`config.mk`:
```
export PLATFORM = sky130hd
export DESIGN_NAME = fat_boot_sector_geometry_unit
export DESIGN_NICKNAME = d
export VERILOG_FILES = /design/src/rtl/core/fbsg_pkg.sv /design/src/rtl/core/fbsg_div.sv /design/src/rtl/core/fat_boot_sector_geometry_unit.sv
export SDC_FILE = /design/constraint.sdc
export NUM_CORES = 1
export LEC_CHECK = 0
export BUFFER_PORTS_ARGS = -buffer_cell sky130_fd_sc_hd__buf_2
export CORE_ASPECT_RATIO = 0.5
export CORE_UTILIZATION = 40
export CTS_CLUSTER_SIZE = 30
export DETAILED_ROUTE_END_ITERATION = 8
export GPL_ROUTABILITY_DRIVEN = 0
export HOLD_SLACK_MARGIN = 0.08
export RECOVER_POWER = 50
export SLEW_MARGIN = 10
export SYNTH_ARGS = -nofsm -noshare
export SYNTH_HDL_FRONTEND = slang
export SYNTH_SLANG_ARGS = --single-unit
```
`constraint.sdc`:
```
create_clock -name clock -period 12.71 [get_ports clock]
set_clock_uncertainty 0.1 [all_clocks]
set_input_delay 1.271 -clock clock [delete_from_list [all_inputs] [get_ports clock]]
set_output_delay 1.271 -clock clock [all_outputs]
set_load 0.01 [all_outputs]
```
`src/rtl/core/fbsg_pkg.sv`:
```
// Shared types, codes and the control store of the FAT boot-sector geometry unit.
// No dependencies; used by fbsg_div and fat_boot_sector_geometry_unit.
package fbsg_pkg;

   localparam int STEP_W    = 4;
   localparam int DIV_W     = 32;
   localparam int DEN_W     = 16;
   localparam int DIV_CNT_W = 6;

   // result status codes
   localparam logic [1:0] STAT_USABLE = 2'd0;
   localparam logic [1:0] STAT_UNAV   = 2'd1;
   localparam logic [1:0] STAT_FAT32  = 2'd2;

   // request kinds
   localparam logic CMD_BUILD   = 1'b0;
   localparam logic CMD_RECHECK = 1'b1;

   // register indexes
   localparam logic [1:0] REG_MAX_SECTOR_BYTES  = 2'd0;
   localparam logic [1:0] REG_MAX_CLUSTER_COUNT = 2'd1;
   localparam logic [1:0] REG_FAT12_LIMIT       = 2'd2;
   localparam logic [1:0] REG_FAT16_CEILING     = 2'd3;

   typedef enum logic [3:0] {
      OP_CHKZ,      // flag: sector size or cluster size is zero
      OP_DIVR,      // start root directory division, store FAT area product
      OP_WAIT,      // hold until the divider is idle
      OP_GEOM,      // store basic geometry
      OP_DATA,      // store data start
      OP_DIVC,      // start cluster count division
      OP_CEIL,      // flag: cluster count above FAT16 ceiling, else store it
      OP_LIMIT,     // limit checks, FAT type, cluster byte product
      OP_SET_UNAV,
      OP_SET_F32,
      OP_EMIT       // load the result register and finish
   } op_type;

   typedef enum logic [1:0] {
      COND_NEXT,    // advance by one
      COND_JUMP,    // go to target
      COND_FLAG,    // go to target when the datapath flag is set
      COND_END      // finish the transaction
   } cond_type;

   typedef struct packed {
      op_type            op;
      cond_type          cond;
      logic [STEP_W-1:0] target;
   } uword_type;

   localparam logic [STEP_W-1:0] STEP_BUILD   = 4'd0;
   localparam logic [STEP_W-1:0] STEP_RECHECK = 4'd8;
   localparam logic [STEP_W-1:0] STEP_EMIT    = 4'd9;
   localparam logic [STEP_W-1:0] STEP_UNAV    = 4'd10;
   localparam logic [STEP_W-1:0] STEP_F32     = 4'd11;

   function automatic uword_type fbsg_rom(input logic [STEP_W-1:0] step);
      uword_type w;
      case (step)
         4'd0:    w = '{OP_CHKZ,     COND_FLAG, STEP_UNAV};
         4'd1:    w = '{OP_DIVR,     COND_NEXT, '0};
         4'd2:    w = '{OP_WAIT,     COND_NEXT, '0};
         4'd3:    w = '{OP_GEOM,     COND_NEXT, '0};
         4'd4:    w = '{OP_DATA,     COND_NEXT, '0};
         4'd5:    w = '{OP_DIVC,     COND_NEXT, '0};
         4'd6:    w = '{OP_WAIT,     COND_NEXT, '0};
         4'd7:    w = '{OP_CEIL,     COND_FLAG, STEP_F32};
         4'd8:    w = '{OP_LIMIT,    COND_NEXT, '0};
         4'd9:    w = '{OP_EMIT,     COND_END,  '0};
         4'd10:   w = '{OP_SET_UNAV, COND_JUMP, STEP_EMIT};
         4'd11:   w = '{OP_SET_F32,  COND_JUMP, STEP_EMIT};
         default: w = '{OP_EMIT,     COND_END,  '0};
      endcase
      return w;
   endfunction

endpackage

```
`src/rtl/core/fbsg_div.sv`:
```
// Serial restoring divider, one quotient bit per cycle.
// Depends on fbsg_pkg for widths.
module fbsg_div (
   input  logic                       clock,
   input  logic                       reset,
   input  logic                       start,
   input  logic [fbsg_pkg::DIV_W-1:0] dividend,
   input  logic [fbsg_pkg::DEN_W-1:0] divisor,
   output logic                       busy,
   output logic [fbsg_pkg::DIV_W-1:0] quotient
);
   import fbsg_pkg::*;

   logic                 busy_ff;
   logic [DIV_CNT_W-1:0] cnt_ff;
   logic [DEN_W-1:0]     rem_ff, rem_in;
   logic [DIV_W-1:0]     quo_ff;
   logic [DEN_W-1:0]     den_ff;
   logic [DEN_W:0]       trial, diff;
   logic                 qbit;

   always_comb begin
      trial  = {rem_ff, quo_ff[DIV_W-1]};
      diff   = trial - {1'b0, den_ff};
      qbit   = ~diff[DEN_W];
      rem_in = qbit ? diff[DEN_W-1:0] : trial[DEN_W-1:0];
   end

   always_ff @(posedge clock) begin
      if (reset) begin
         busy_ff <= 1'b0;
         cnt_ff  <= '0;
      end else if (start) begin
         busy_ff <= 1'b1;
         cnt_ff  <= DIV_CNT_W'(DIV_W);
      end else if (busy_ff) begin
         cnt_ff <= cnt_ff - 1'b1;
         if (cnt_ff == DIV_CNT_W'(1)) begin
            busy_ff <= 1'b0;
         end
      end
   end

   always_ff @(posedge clock) begin
      if (start) begin
         rem_ff <= '0;
         quo_ff <= dividend;
         den_ff <= divisor;
      end else if (busy_ff) begin
         rem_ff <= rem_in;
         quo_ff <= {quo_ff[DIV_W-2:0], qbit};
      end
   end

   assign busy     = busy_ff;
   assign quotient = quo_ff;

endmodule

```
`src/rtl/core/fat_boot_sector_geometry_unit.sv`:
```
// Top level of the FAT12/FAT16 boot-sector geometry unit: microcoded sequencer,
// datapath, register file and result register. Depends on fbsg_pkg and fbsg_div.
//
// Channel   Direction  Handshake               Moves
// req_*     in         tvalid/tready           boot sector fields (tdata), command (tuser)
// rsp_*     out        tvalid/tready           geometry words (tdata), status+type (tuser)
// csr_*     in/out     APB psel/penable/pready four 16-bit limit registers
//
// A build transaction's length is set by the two serial divisions of a 32-bit
// dividend (root directory length, cluster count) sharing one divider; a recheck
// skips both. One transaction is in work at a time; the next is accepted
// while the previous result still waits in the result register. A stalled
// result holds the sequencer at its final step.
// Reset clears the control state, restores the limit registers and zeroes the
// kept geometry.
module fat_boot_sector_geometry_unit (
   input  logic         clock,
   input  logic         reset,
   // slave side
   input  logic         req_tvalid,
   output logic         req_tready,
   // spc[7:0] bps[23:8] root_entries[39:24] reserved[55:40] fat_copies[63:56]
   // sectors_per_fat[79:64] short_total[95:80] long_total[127:96]
   input  logic [127:0] req_tdata,
   input  logic         req_tuser,   // cmd[0]
   // master side
   output logic         rsp_tvalid,
   input  logic         rsp_tready,
   // sector_bytes[15:0] cluster_sectors[31:16] cluster_bytes[47:32]
   // root_dir_sectors[63:48] fat_sectors[79:64] second_fat_start[95:80]
   // data_start[111:96] cluster_total[127:112]
   output logic [127:0] rsp_tdata,
   output logic [2:0]   rsp_tuser,   // status[1:0] is_fat16[2]
   // configuration
   input  logic         csr_psel,
   input  logic         csr_penable,
   input  logic         csr_pwrite,
   input  logic [3:0]   csr_paddr,
   input  logic [31:0]  csr_pwdata,
   output logic [31:0]  csr_prdata,
   output logic         csr_pready
);
   import fbsg_pkg::*;

   // ---------------- configuration registers ----------------
   logic [15:0] max_sb_ff, max_cc_ff, fat12_lim_ff, fat16_ceil_ff;
   logic        csr_wr;
   logic [1:0]  csr_idx;

   assign csr_pready = 1'b1;
   assign csr_wr     = csr_psel & csr_penable & csr_pwrite & csr_pready;
   assign csr_idx    = csr_paddr[3:2];

   always_ff @(posedge clock) begin
      if (reset) begin
         max_sb_ff     <= 16'd8192;
         max_cc_ff     <= 16'd32767;
         fat12_lim_ff  <= 16'd4078;
         fat16_ceil_ff <= 16'd65518;
      end else if (csr_wr) begin
         unique case (csr_idx)
            REG_MAX_SECTOR_BYTES:  max_sb_ff     <= csr_pwdata[15:0];
            REG_MAX_CLUSTER_COUNT: max_cc_ff     <= csr_pwdata[15:0];
            REG_FAT12_LIMIT:       fat12_lim_ff  <= csr_pwdata[15:0];
            REG_FAT16_CEILING:     fat16_ceil_ff <= csr_pwdata[15:0];
            default: ;
         endcase
      end
   end

   always_comb begin
      unique case (csr_idx)
         REG_MAX_SECTOR_BYTES:  csr_prdata = {16'd0, max_sb_ff};
         REG_MAX_CLUSTER_COUNT: csr_prdata = {16'd0, max_cc_ff};
         REG_FAT12_LIMIT:       csr_prdata = {16'd0, fat12_lim_ff};
         REG_FAT16_CEILING:     csr_prdata = {16'd0, fat16_ceil_ff};
         default:               csr_prdata = '0;
      endcase
   end

   // ---------------- latched request fields ----------------
   logic [7:0]  spc_ff, nfat_ff;
   logic [15:0] bps_ff, dir_ff, res_ff, spf_ff, ssec_ff;
   logic [31:0] lsec_ff;
   logic        req_acc;

   assign req_acc = req_tvalid & req_tready;

   always_ff @(posedge clock) begin
      if (req_acc) begin
         spc_ff  <= req_tdata[7:0];
         bps_ff  <= req_tdata[23:8];
         dir_ff  <= req_tdata[39:24];
         res_ff  <= req_tdata[55:40];
         nfat_ff <= req_tdata[63:56];
         spf_ff  <= req_tdata[79:64];
         ssec_ff <= req_tdata[95:80];
         lsec_ff <= req_tdata[127:96];
      end
   end

   // ---------------- sequencer ----------------
   logic              busy_ff, busy_in;
   logic [STEP_W-1:0] step_ff, step_in;
   uword_type         uw;
   logic              flag;       // datapath condition for COND_FLAG
   logic              hold;       // stay on the current step

   assign uw         = fbsg_rom(step_ff);
   assign req_tready = ~busy_ff;

   // ---------------- datapath ----------------
   logic [15:0] h_sb_ff, h_cs_ff, h_rds_ff, h_fs_ff, h_sfs_ff, h_ds_ff, h_ct_ff;
   logic        h_f16_ff;
   logic [15:0] prod_ff;
   logic [1:0]  status_ff;

   logic        div_start, div_busy;
   logic [31:0] div_num, div_quo;
   logic [15:0] div_den;
   logic [15:0] res_eff;
   logic [31:0] sectors;
   logic        limit_fail;

   assign res_eff    = (res_ff == 16'd0) ? 16'd1 : res_ff;
   assign sectors    = (ssec_ff != 16'd0) ? {16'd0, ssec_ff} : lsec_ff;
   assign limit_fail = (h_sb_ff > max_sb_ff) || (h_ct_ff > max_cc_ff);

   always_comb begin
      div_start = 1'b0;
      div_num   = {11'd0, dir_ff, 5'd0};
      div_den   = bps_ff;
      flag      = 1'b0;
      hold      = 1'b0;
      unique case (uw.op)
         OP_CHKZ: flag = (spc_ff == 8'd0) || (bps_ff == 16'd0);
         OP_DIVR: div_start = busy_ff;
         OP_DIVC: begin
            div_start = busy_ff;
            div_num   = sectors - {16'd0, h_ds_ff};
            div_den   = {8'd0, spc_ff};
         end
         OP_WAIT: hold = div_busy;
         OP_CEIL: flag = div_quo > {16'd0, fat16_ceil_ff};
         OP_EMIT: hold = rsp_tvalid & ~rsp_tready;
         default: ;
      endcase
   end

   always_comb begin
      busy_in = busy_ff;
      step_in = step_ff;
      if (!busy_ff) begin
         if (req_acc) begin
            busy_in = 1'b1;
            step_in = (req_tuser == CMD_RECHECK) ? STEP_RECHECK : STEP_BUILD;
         end
      end else if (!hold) begin
         unique case (uw.cond)
            COND_NEXT: step_in = step_ff + 1'b1;
            COND_JUMP: step_in = uw.target;
            COND_FLAG: step_in = flag ? uw.target : step_ff + 1'b1;
            COND_END:  busy_in = 1'b0;
            default:   busy_in = 1'b0;
         endcase
      end
   end

   always_ff @(posedge clock) begin
      if (reset) begin
         busy_ff <= 1'b0;
         step_ff <= '0;
      end else begin
         busy_ff <= busy_in;
         step_ff <= step_in;
      end
   end

   fbsg_div u_div (
      .clock    (clock),
      .reset    (reset),
      .start    (div_start),
      .dividend (div_num),
      .divisor  (div_den),
      .busy     (div_busy),
      .quotient (div_quo)
   );

   // kept geometry: reset zero, written by the build steps; a recheck also writes the FAT type flag
   always_ff @(posedge clock) begin
      if (reset) begin
         h_sb_ff  <= '0;
         h_cs_ff  <= '0;
         h_rds_ff <= '0;
         h_fs_ff  <= '0;
         h_sfs_ff <= '0;
         h_ds_ff  <= '0;
         h_ct_ff  <= '0;
         h_f16_ff <= 1'b0;
      end else if (busy_ff) begin
         case (uw.op)
            OP_GEOM: begin
               h_sb_ff  <= bps_ff;
               h_cs_ff  <= {8'd0, spc_ff};
               h_rds_ff <= div_quo[15:0];
               h_fs_ff  <= spf_ff;
               h_sfs_ff <= res_eff + spf_ff;
            end
            // reserved + FAT area + root directory, wrapping at 16 bits
            OP_DATA:  h_ds_ff <= res_eff + prod_ff + h_rds_ff;
            OP_CEIL: begin
               if (!flag) begin
                  h_ct_ff <= div_quo[15:0];
               end
            end
            OP_LIMIT: begin
               if (!limit_fail) begin
                  h_f16_ff <= h_ct_ff > fat12_lim_ff;
               end
            end
            default: ;
         endcase
      end
   end

   // product register (low 16 bits only) and status of the transaction in work
   always_ff @(posedge clock) begin
      if (busy_ff) begin
         case (uw.op)
            OP_DIVR:     prod_ff   <= {8'd0, nfat_ff} * spf_ff;
            OP_LIMIT: begin
               prod_ff   <= h_cs_ff * h_sb_ff;
               status_ff <= limit_fail ? STAT_UNAV : STAT_USABLE;
            end
            OP_SET_UNAV: status_ff <= STAT_UNAV;
            OP_SET_F32:  status_ff <= STAT_FAT32;
            default: ;
         endcase
      end
   end

   // ---------------- result register ----------------
   logic        rsp_valid_ff;
   logic [15:0] cbytes;
   logic        emit;

   assign emit = busy_ff & (uw.op == OP_EMIT) & ~hold;

   always_comb begin
      case (status_ff)
         STAT_USABLE: cbytes = prod_ff;
         STAT_FAT32:  cbytes = 16'hFFFF;
         default:     cbytes = 16'd0;
      endcase
   end

   always_ff @(posedge clock) begin
      if (reset) begin
         rsp_valid_ff <= 1'b0;
      end else if (emit) begin
         rsp_valid_ff <= 1'b1;
      end else if (rsp_tready) begin
         rsp_valid_ff <= 1'b0;
      end
   end

   always_ff @(posedge clock) begin
      if (emit) begin
         rsp_tdata <= {h_ct_ff, h_ds_ff, h_sfs_ff, h_fs_ff, h_rds_ff, cbytes,
                       h_cs_ff, h_sb_ff};
         rsp_tuser <= {h_f16_ff, status_ff};
      end
   end

   assign rsp_tvalid = rsp_valid_ff;

`ifndef SYNTHESIS
   a_status_code: assert property (@(posedge clock) disable iff (reset)
      rsp_tvalid |-> rsp_tuser[1:0] != 2'd3)
      else $error("invalid status code on result");

   a_unav_bytes: assert property (@(posedge clock) disable iff (reset)
      rsp_tvalid && rsp_tuser[1:0] == STAT_UNAV |-> rsp_tdata[47:32] == 16'd0)
      else $error("unavailable drive reports nonzero cluster bytes");

   a_f32_bytes: assert property (@(posedge clock) disable iff (reset)
      rsp_tvalid && rsp_tuser[1:0] == STAT_FAT32 |-> rsp_tdata[47:32] == 16'hFFFF)
      else $error("FAT32 result without all-ones cluster bytes");

   a_one_in_work: assert property (@(posedge clock) disable iff (reset)
      req_tvalid && req_tready |=> !req_tready)
      else $error("second transaction accepted while one is in work");
`endif

endmodule

```
Word level (Yosys, flattened, before mapping)
Memories as Yosys holds them, arrays and structs flattened. A register that Yosys moved wholly into a read port is not among the register bits.
Index checks and enable logic that the tools add are counted.
Word-level totals
  ROM bits: 144
  register bits after elaboration: 515
  word-level logic and storage cells: 142
  memories: 1
  output and inout bits: 166
Memories
  (name not given): depth 16, width 9, read ports 1, clocked after memory_dff 1, write ports 0, RTL line fbsg_pkg.sv:60  | case (step)
Operators by class
  reductions and logical operators: 28
  bitwise gates (word level): 12
  $lt $le $gt $ge: 4
  equality and inequality tests: 20
  add/subtract/negate cells: 7
  mux-type cells: 34
  multipliers: 2
Operators by type and width (count)
  32-bit two-way mux: 4
  32-bit case mux with 4 select lines: 1
  16-bit case mux with 2 select lines: 2
  16-bit adder: 3
  16-bit > comparator: 3
  32-bit by 16-bit > comparator with 1-bit output: 1
  16-bit logical NOT: 2
  8-bit by 16-bit multiplier with 16-bit output: 2
  16-bit two-way mux: 2
  32-bit by 16-bit subtractor with 32-bit output: 1
  4-bit two-way mux: 7
  17-bit by 16-bit subtractor with 17-bit output: 1
  4-bit by 3-bit == test with 1-bit output, second input constant: 4
  2-bit AND reduction: 8
  16-bit nonzero test: 1
  4-bit == test, second input constant: 3
  6-bit two-way mux: 2
  4-bit case mux with 3 select lines: 1
  1-bit two-way mux: 11
  2-bit == test, second input constant: 5
  3-bit AND reduction: 3
  4-bit by 2-bit == test with 1-bit output, second input constant: 2
  8-bit logical NOT: 1
  8-bit two-way mux: 1
  17 further kinds: 36

Longest topological paths before layout
Gate-level depths: netlist of run 1.
  word-level depth: 9
  mapped depth: 21
  mapped depth without buffers: 20

Hierarchy
Synthesis of run 1 repeated with hierarchy kept, for this count alone.
Unflattened totals
  cell total of the unflattened synthesis: 2921
  area total of the unflattened synthesis: 30121.4 µm²
By module, submodules not included
  fat_boot_sector_geometry_unit: times used 1, sequential area each 11741.3 µm², area each 26232.7 µm², cells each 2573
  fbsg_div: times used 1, sequential area each 1901.8 µm², area each 3888.7 µm², cells each 348

Worst setup path after synthesis of run 1
Ideal clock, no wire load.
  path kind: input-to-reg
  start: in rsp_tready
  end: reg rsp_tdata[0] (enable)
  setup slack: 2.137 ns
  data required time: 11.851 ns
  buffers on the path: 0
  arrival time: 9.714 ns
  stages: 2
  cell sequence: nor2b_1 -> nor3_1
On the way
  word-level cells in the longest chain between the ends: 5
RTL lines
  start, declared: RTL line fat_boot_sector_geometry_unit.sv:28  | input logic rsp_tready,
  1-bit NOT: RTL line fat_boot_sector_geometry_unit.sv:145  | OP_EMIT: hold = rsp_tvalid & ~rsp_tready;
  1-bit AND: RTL line fat_boot_sector_geometry_unit.sv:145
  1-bit case mux with 2 select lines: RTL line fat_boot_sector_geometry_unit.sv:135  | unique case (uw.op)
  1-bit NOT: RTL line fat_boot_sector_geometry_unit.sv:247  | assign emit = busy_ff & (uw.op == OP_EMIT) & ~hold;
  1-bit AND: RTL line fat_boot_sector_geometry_unit.sv:247
  named net emit: RTL line fat_boot_sector_geometry_unit.sv:245  | logic emit;
  end signal, assigned: RTL line fat_boot_sector_geometry_unit.sv:269  | rsp_tdata <= {h_ct_ff, h_ds_ff, h_sfs_ff, h_fs_ff, h_rds_ff, cbytes,
  end, declared: RTL line fat_boot_sector_geometry_unit.sv:32  | output logic [127:0] rsp_tdata,
The timed path passes the listed nets, and every way through them passes these cells.
A chain may end at the register's enable or synchronous reset.

Final worst setup path of run 1
  start: in reset
  end: reg, netlist name uw[6]
On the way
  word-level cells in the longest chain between the ends: 1
RTL lines
  start, declared: RTL line fat_boot_sector_geometry_unit.sv:18  | input logic reset,
  4-bit two-way mux (no line)
No other way between the ends.

==> flow_metrics.py, run 1 <==
metrics = {
    "clocking": {
        "clock_path_buffers": 3,
        "cts_root_buffer": "clkbuf_16",
        "cts_tree": "built",
        "cts_setup_buffers": 0,
        "h-tree-depth": 2,
        "cts_resized": 0,
        "cts.clk_slew.worst_paths_ns": 0.07,
        "cts_sinks": 523,
        "cts_hold_buf": 0,
        "cts_made_buffers": 51,
        "clock_latency_ns": 0.64,
    },
    "timing": {
        "tightest_slew_ns": 3.993,
        "rsz0062_at_grt": "no",
        "slew_violations": 308,
        "slew_headroom": -1.662,
        "hold_viol": 0,
        "final.period_utilization": 0.4722,
        "fmax_mhz": 166.6,
        "period_minus_slack_ns": 6.002,
        "setup_viol_count_final": 0,
        "fin_tns_setup_ns": 0,
        "setup_ws_ns": 6.708,
    },
    "floorplan": {
        "rows": 70,
        "dieArea_mm2": 0.07522,
        "io_pins": 338,
        "die_w_um": 386.9,
        "die_h_um": 194.4,
        "core_mm2": 0.07313,
        "start_util": 0.4051,
    },
    "synth": {
        "synth_flop_cell": "edfxtp_1",
        "synth-async-reset-ratio": 0,
        "yosys_warnings": 0,
        "yosysMostFrequentCell": "nand2_1",
        "ys_ff_latch": 523,
        "syn_inst": 2890,
        "synthTopCellsByCount": "453 x nand2_1, 317 x edfxtp_1, 269 x inv_1",
        "netlist_area_mm2": 0.02962,
        "netlist_top_cells_area": "edfxtp_1 32%, dfxtp_1 14%, fa_1 9.4%, ha_1 7.8%, nand2_1 5.7%",
        "yosysTopAreaCell": "edfxtp_1",
        "syn_avg_cell_area_um2": 10.25,
        "synth-seq-area-share": 0.4606,
        "synth_edf_count": 317,
        "ys_types": 86,
        "synth.top_cell.area_share": 0.3213,
    },
    "route": {
        "wl_per_cell_um": 19.11,
        "drt-pass1-iter-count": 6,
        "initialDrtViolationCount": 1553,
        "drt-vias-per-instance": 5.166,
        "ant_nets": 0,
        "drcViolationCount": 0,
        "via_count": 21390,
        "drt_wl_total_um": 79110,
    },
    "power": {
        "p_total_mw": 4.806,
        "ir_drop_v": 0.0001007,
        "power.density_mw_per_mm2": 143.0,
        "p_leak_nw": 13.64,
    },
    "worst_setup_path": {
        "worstSetupPathType": "primary input to flip-flop",
        "required_ns": 13.14,
        "critical_path_arrival_ns": 6.43,
        "startpoint_type": "primary input",
        "path_max_fanout": 76,
        "rrSetupSlack_ns": 7.39,
        "endpoint_kind": "flip-flop",
    },
    "outcome": {
        "violations": "capacitance limit, slew limit",
        "run_status": "finished with violations",
    },
    "placement": {
        "place_ws_ns": 7.496,
        "port_buffers": 294,
        "dp_hpwl_um": 59250,
        "place_area_mm2": 0.03190,
        "dp_cells": 4039,
    },
    "cells_and_area": {
        "final_nets": 3616,
        "top_register": "rsp_tdata",
        "largest_reg_flops": 120,
        "final_cells": 4140,
        "area_growth_pct": 13.44,
        "final_area_mm2": 0.03360,
        "drive_gt1_frac": 0.1299,
    },
    "global_routing": {
        "grt_pass1_wl_um": 121800,
        "grt_usage": 0.2092,
        "grt_pass1_vias": 20850,
        "antenna_found_initial": 6,
        "grt-ovfl-total": 0,
        "grt_max_degree": 77,
    },
    "run": {
        "max_cap_violations": 6,
    },
    "worst_hold_path": {
        "holdCritPathClass": "flip-flop to flip-flop",
    },
}
cell usage in the layout, fill, tap and decap left out, drive strengths merged, types with 13 or more instances in the layout:
master and count:
clkbuf 88, inv 277, dfxtp 206, nor3 41, nand2b 24, nor2b 32, fa 139, and2 114
conb 25, edfxtp 317, mux2i 36, nand2 453, a21o 34, or3 18, o21ai 93, nor2 155
nand3 36, o211ai 49, nor4 20, mux4 16, xor2 32, clkinv 23, a31oi 14, xnor2 74
buf 289, a21oi 210, o21a 17, ha 185, nand4 13
worst max-delay path, cell delays in order:
cell and delay, ns:
clkbuf_1 1.13, clkbuf_1 2.70, inv_1 0.23, nand2_1 0.36
inv_1 0.12, ha_1 0.21, inv_1 0.05, o22ai_1 0.06
a22o_1 0.24
layer usage:
metal / vias up / GRT usage / part of all wire
li1: 10290 / - / -
met1: 10450 / 0.2819 / 0.43
met2: 534 / 0.3527 / 0.49
met3: 105 / 0.03198 / 0.055
met4: 4 / 0.05076 / 0.019
met5: - / 0.006897 / 0.00091
worst paths after layout:
kind / startpoint / end / cells past startpoint
worst max-delay path: reset / uw[6] / 9
worst min-delay path: h_sfs_ff[4] / rsp_tdata[84] / 0
worst max register to register: h_cs_ff[3] / prod_ff[15] / 16
worst min register to register: h_sfs_ff[4] / rsp_tdata[84] / 0
power by group:
part / switching (mW) / internal (mW) / leakage (nW) / total, mW
clock network: 0.709 / 0.884 / 0.847 / 1.59
registers: 0.110 / 1.94 / 4.63 / 2.05
logic: 0.656 / 0.511 / 8.16 / 1.17
total: 1.48 / 3.33 / 13.6 / 4.81
final cells by class:
cell class                      count  area (um2)
Antenna cell                        5       12.51
Clock buffer                       60        1363
Clock inverter                     36       394.1
Fill cell                        6811       39530
Inverter                          273        1025
Multi-Input combinational cell   1954       14360
Sequential cell                   523       13640
Tap cell                          972        1216
Timing Repair Buffer              317        1592
stage by stage:
step,hold slack (ns),util
final,0.3330,0.4595
after global routing,0.3437,0.4595
after CTS,0.3332,0.4603
after detailed placement,0.3180,0.4362
after global placement,0.3141,0.4362
after floorplan,0.3064,-
logic make-up (layout without fill, tap and decap cells):
logic type | Yosys count | in the layout | synth area share
compound gates | 508 | 508 | 0.1074
fa+ha+maj | 324 | 324 | 0.1721
flops | 523 | 523 | 0.4606
buf+inv | 436 | 686 | 0.05867
other cells | 2 | 30 | 0.0002535
mux | 53 | 53 | 0.02471
xor+xnor | 106 | 106 | 0.03134
simple gates | 938 | 938 | 0.1450
(Power assumes the default switching activity.)
==> inputs of run 2 (changes only) <==
==> constraint.sdc (replaced) <==
create_clock -name clock -period 5.55 [get_ports clock]
set_clock_uncertainty 0.1 [all_clocks]
set_input_delay 0.555 -clock clock [delete_from_list [all_inputs] [get_ports clock]]
set_output_delay 0.555 -clock clock [all_outputs]
set_load 0.01 [all_outputs]
==> run 2 against run 1 <==
Against the previous run: the flow still finishes with violations (capacitance limit, slew limit); core utilization is 1.6 points higher; register-to-register slack worse by 7.0 ns; clock-buffer cell count shrank 4; critical path type is now flip-flop to flip-flop; largest power group unchanged; highest routed layer is now met4.
==> flow_metrics.py, run 2 (synthesized netlist as in run 1, its figures left out) <==
metrics = {
    "timing": {
        "period_minus_slack_ns": 5.156,
        "hold_viol": 0,
        "slew_headroom": -0.7103,
        "final.period_utilization": 0.9291,
        "fmax_mhz": 193.9,
        "rsz0062_at_grt": "no",
        "fin_tns_setup_ns": 0,
        "slew_violations": 147,
        "tightest_slew_ns": 2.560,
        "setup_viol_count_final": 0,
    },
    "route": {
        "via_count": 22100,
        "drt-pass1-iter-count": 5,
        "wl_per_cell_um": 19.12,
        "drt-vias-per-instance": 5.160,
        "ant_nets": 0,
        "drcViolationCount": 0,
        "initialDrtViolationCount": 1683,
        "drt_wl_total_um": 81870,
    },
    "outcome": {
        "violations": "capacitance limit, slew limit",
        "run_status": "finished with violations",
    },
    "clocking": {
        "cts_root_buffer": "clkbuf_16",
        "cts_sinks": 523,
        "cts_resized": 0,
        "cts_made_buffers": 49,
        "clock_latency_ns": 0.63,
        "cts_hold_buf": 133,
        "cts_tree": "built",
        "cts.clk_slew.worst_paths_ns": 0.07,
        "h-tree-depth": 2,
        "clock_path_buffers": 3,
        "cts_setup_buffers": 0,
    },
    "floorplan": {
        "die_h_um": 194.4,
        "start_util": 0.4051,
        "io_pins": 338,
        "die_w_um": 386.9,
        "rows": 70,
        "core_mm2": 0.07313,
        "dieArea_mm2": 0.07522,
    },
    "worst_setup_path": {
        "worst-r2r-cell-count": 14,
        "startpoint_type": "flip-flop",
        "required_ns": 5.81,
        "worstSetupPathType": "flip-flop to flip-flop",
        "critical_path_arrival_ns": 5.42,
        "path_max_fanout": 8,
        "endpoint_kind": "flip-flop",
    },
    "power": {
        "p_leak_nw": 13.88,
        "p_total_mw": 10.99,
        "ir_drop_v": 0.0002395,
        "power.density_mw_per_mm2": 315.9,
    },
    "cells_and_area": {
        "largest_reg_flops": 120,
        "drive_gt1_frac": 0.09094,
        "final_common_cell": "nand2_1",
        "final_nets": 3765,
        "top_register": "rsp_tdata",
        "final_cells": 4282,
        "mostFrequentLayoutCells": "452 x nand2_1, 317 x edfxtp_1, 269 x inv_1, 209 x a21oi_1, 206 x dfxtp_1",
        "antenna_cells": 0,
        "area_growth_pct": 17.43,
    },
    "global_routing": {
        "grt_pass1_wl_um": 126000,
        "grt_pass1_vias": 21930,
        "antenna_found_initial": 0,
        "grt_usage": 0.2169,
        "grt_max_degree": 63,
        "grt-ovfl-total": 0,
    },
    "placement": {
        "dp_hpwl_um": 60750,
        "dp_cells": 4057,
        "port_buffers": 294,
    },
    "run": {
        "max_cap_violations": 5,
    },
    "worst_hold_path": {
        "holdCritPathClass": "primary input to flip-flop",
        "hold_depth": 3,
    },
}
## run 2: where the power goes
group          switching, mW  leakage (nW)  total [mW]  internal, mW
clock network           1.59         0.786        3.53          1.94
registers              0.248          4.63        4.68          4.43
logic                   1.55          8.46        2.79          1.24
## run 2: worst paths after layout
path / start / to / slack [ns]
max: h_sb_ff[7] / prod_ff[15] / 0.39
min: csr_pwdata[10] / max_sb_ff[10] / 0.12
max reg2reg: h_sb_ff[7] / prod_ff[15] / 0.39
min reg2reg: h_fs_ff[7] / rsp_tdata[71] / 0.33
## run 2: stage by stage
| stage | hold WS, ns | setup slack (ns) | util | area [um2] |
|---|---|---|---|---|
| after CTS | 0.08215 | 0.4245 | 0.4791 | 35040 |
| final | 0.1168 | 0.3936 | 0.4757 | 34790 |
| after global routing | 0.09673 | 0.08999 | 0.4757 | 34790 |
| after detailed placement | 0.3186 | 0.5086 | 0.4382 | 32040 |
| after floorplan | 0.3064 | 0.7726 | - | 29730 |
| after global placement | 0.3122 | 0.5131 | 0.4382 | 32040 |
## run 2: area by class of cell
cell class,count,area [um2]
Clock buffer,56,1295
Clock inverter,36,365.4
Fill cell,6842,38350
Inverter,273,1025
Multi-Input combinational cell,1954,14360
Sequential cell,523,13640
Tap cell,972,1216
Timing Repair Buffer,468,2888
## run 2: worst max-delay path, cell delays in order, from the launching register on
cell and delay (ns):
dfxtp_1 0.47, clkbuf_1 0.54, nand2_1 0.16, fa_1 0.51
inv_1 0.05, fa_1 0.52, fa_1 0.55, fa_1 0.51
ha_1 0.36, and3_1 0.20, a211oi_1 0.34, o21bai_1 0.10
a21oi_1 0.19, xnor2_1 0.18, mux2i_1 0.11
## run 2: routing by layer
metal / up-vias / share of wire / global-route usage
li1: 10560 / - / -
met1: 10800 / 0.43 / 0.2862
met2: 608 / 0.48 / 0.3634
met3: 122 / 0.057 / 0.03488
met4: 0 / 0.032 / 0.07230
met5: - / 0 / 0
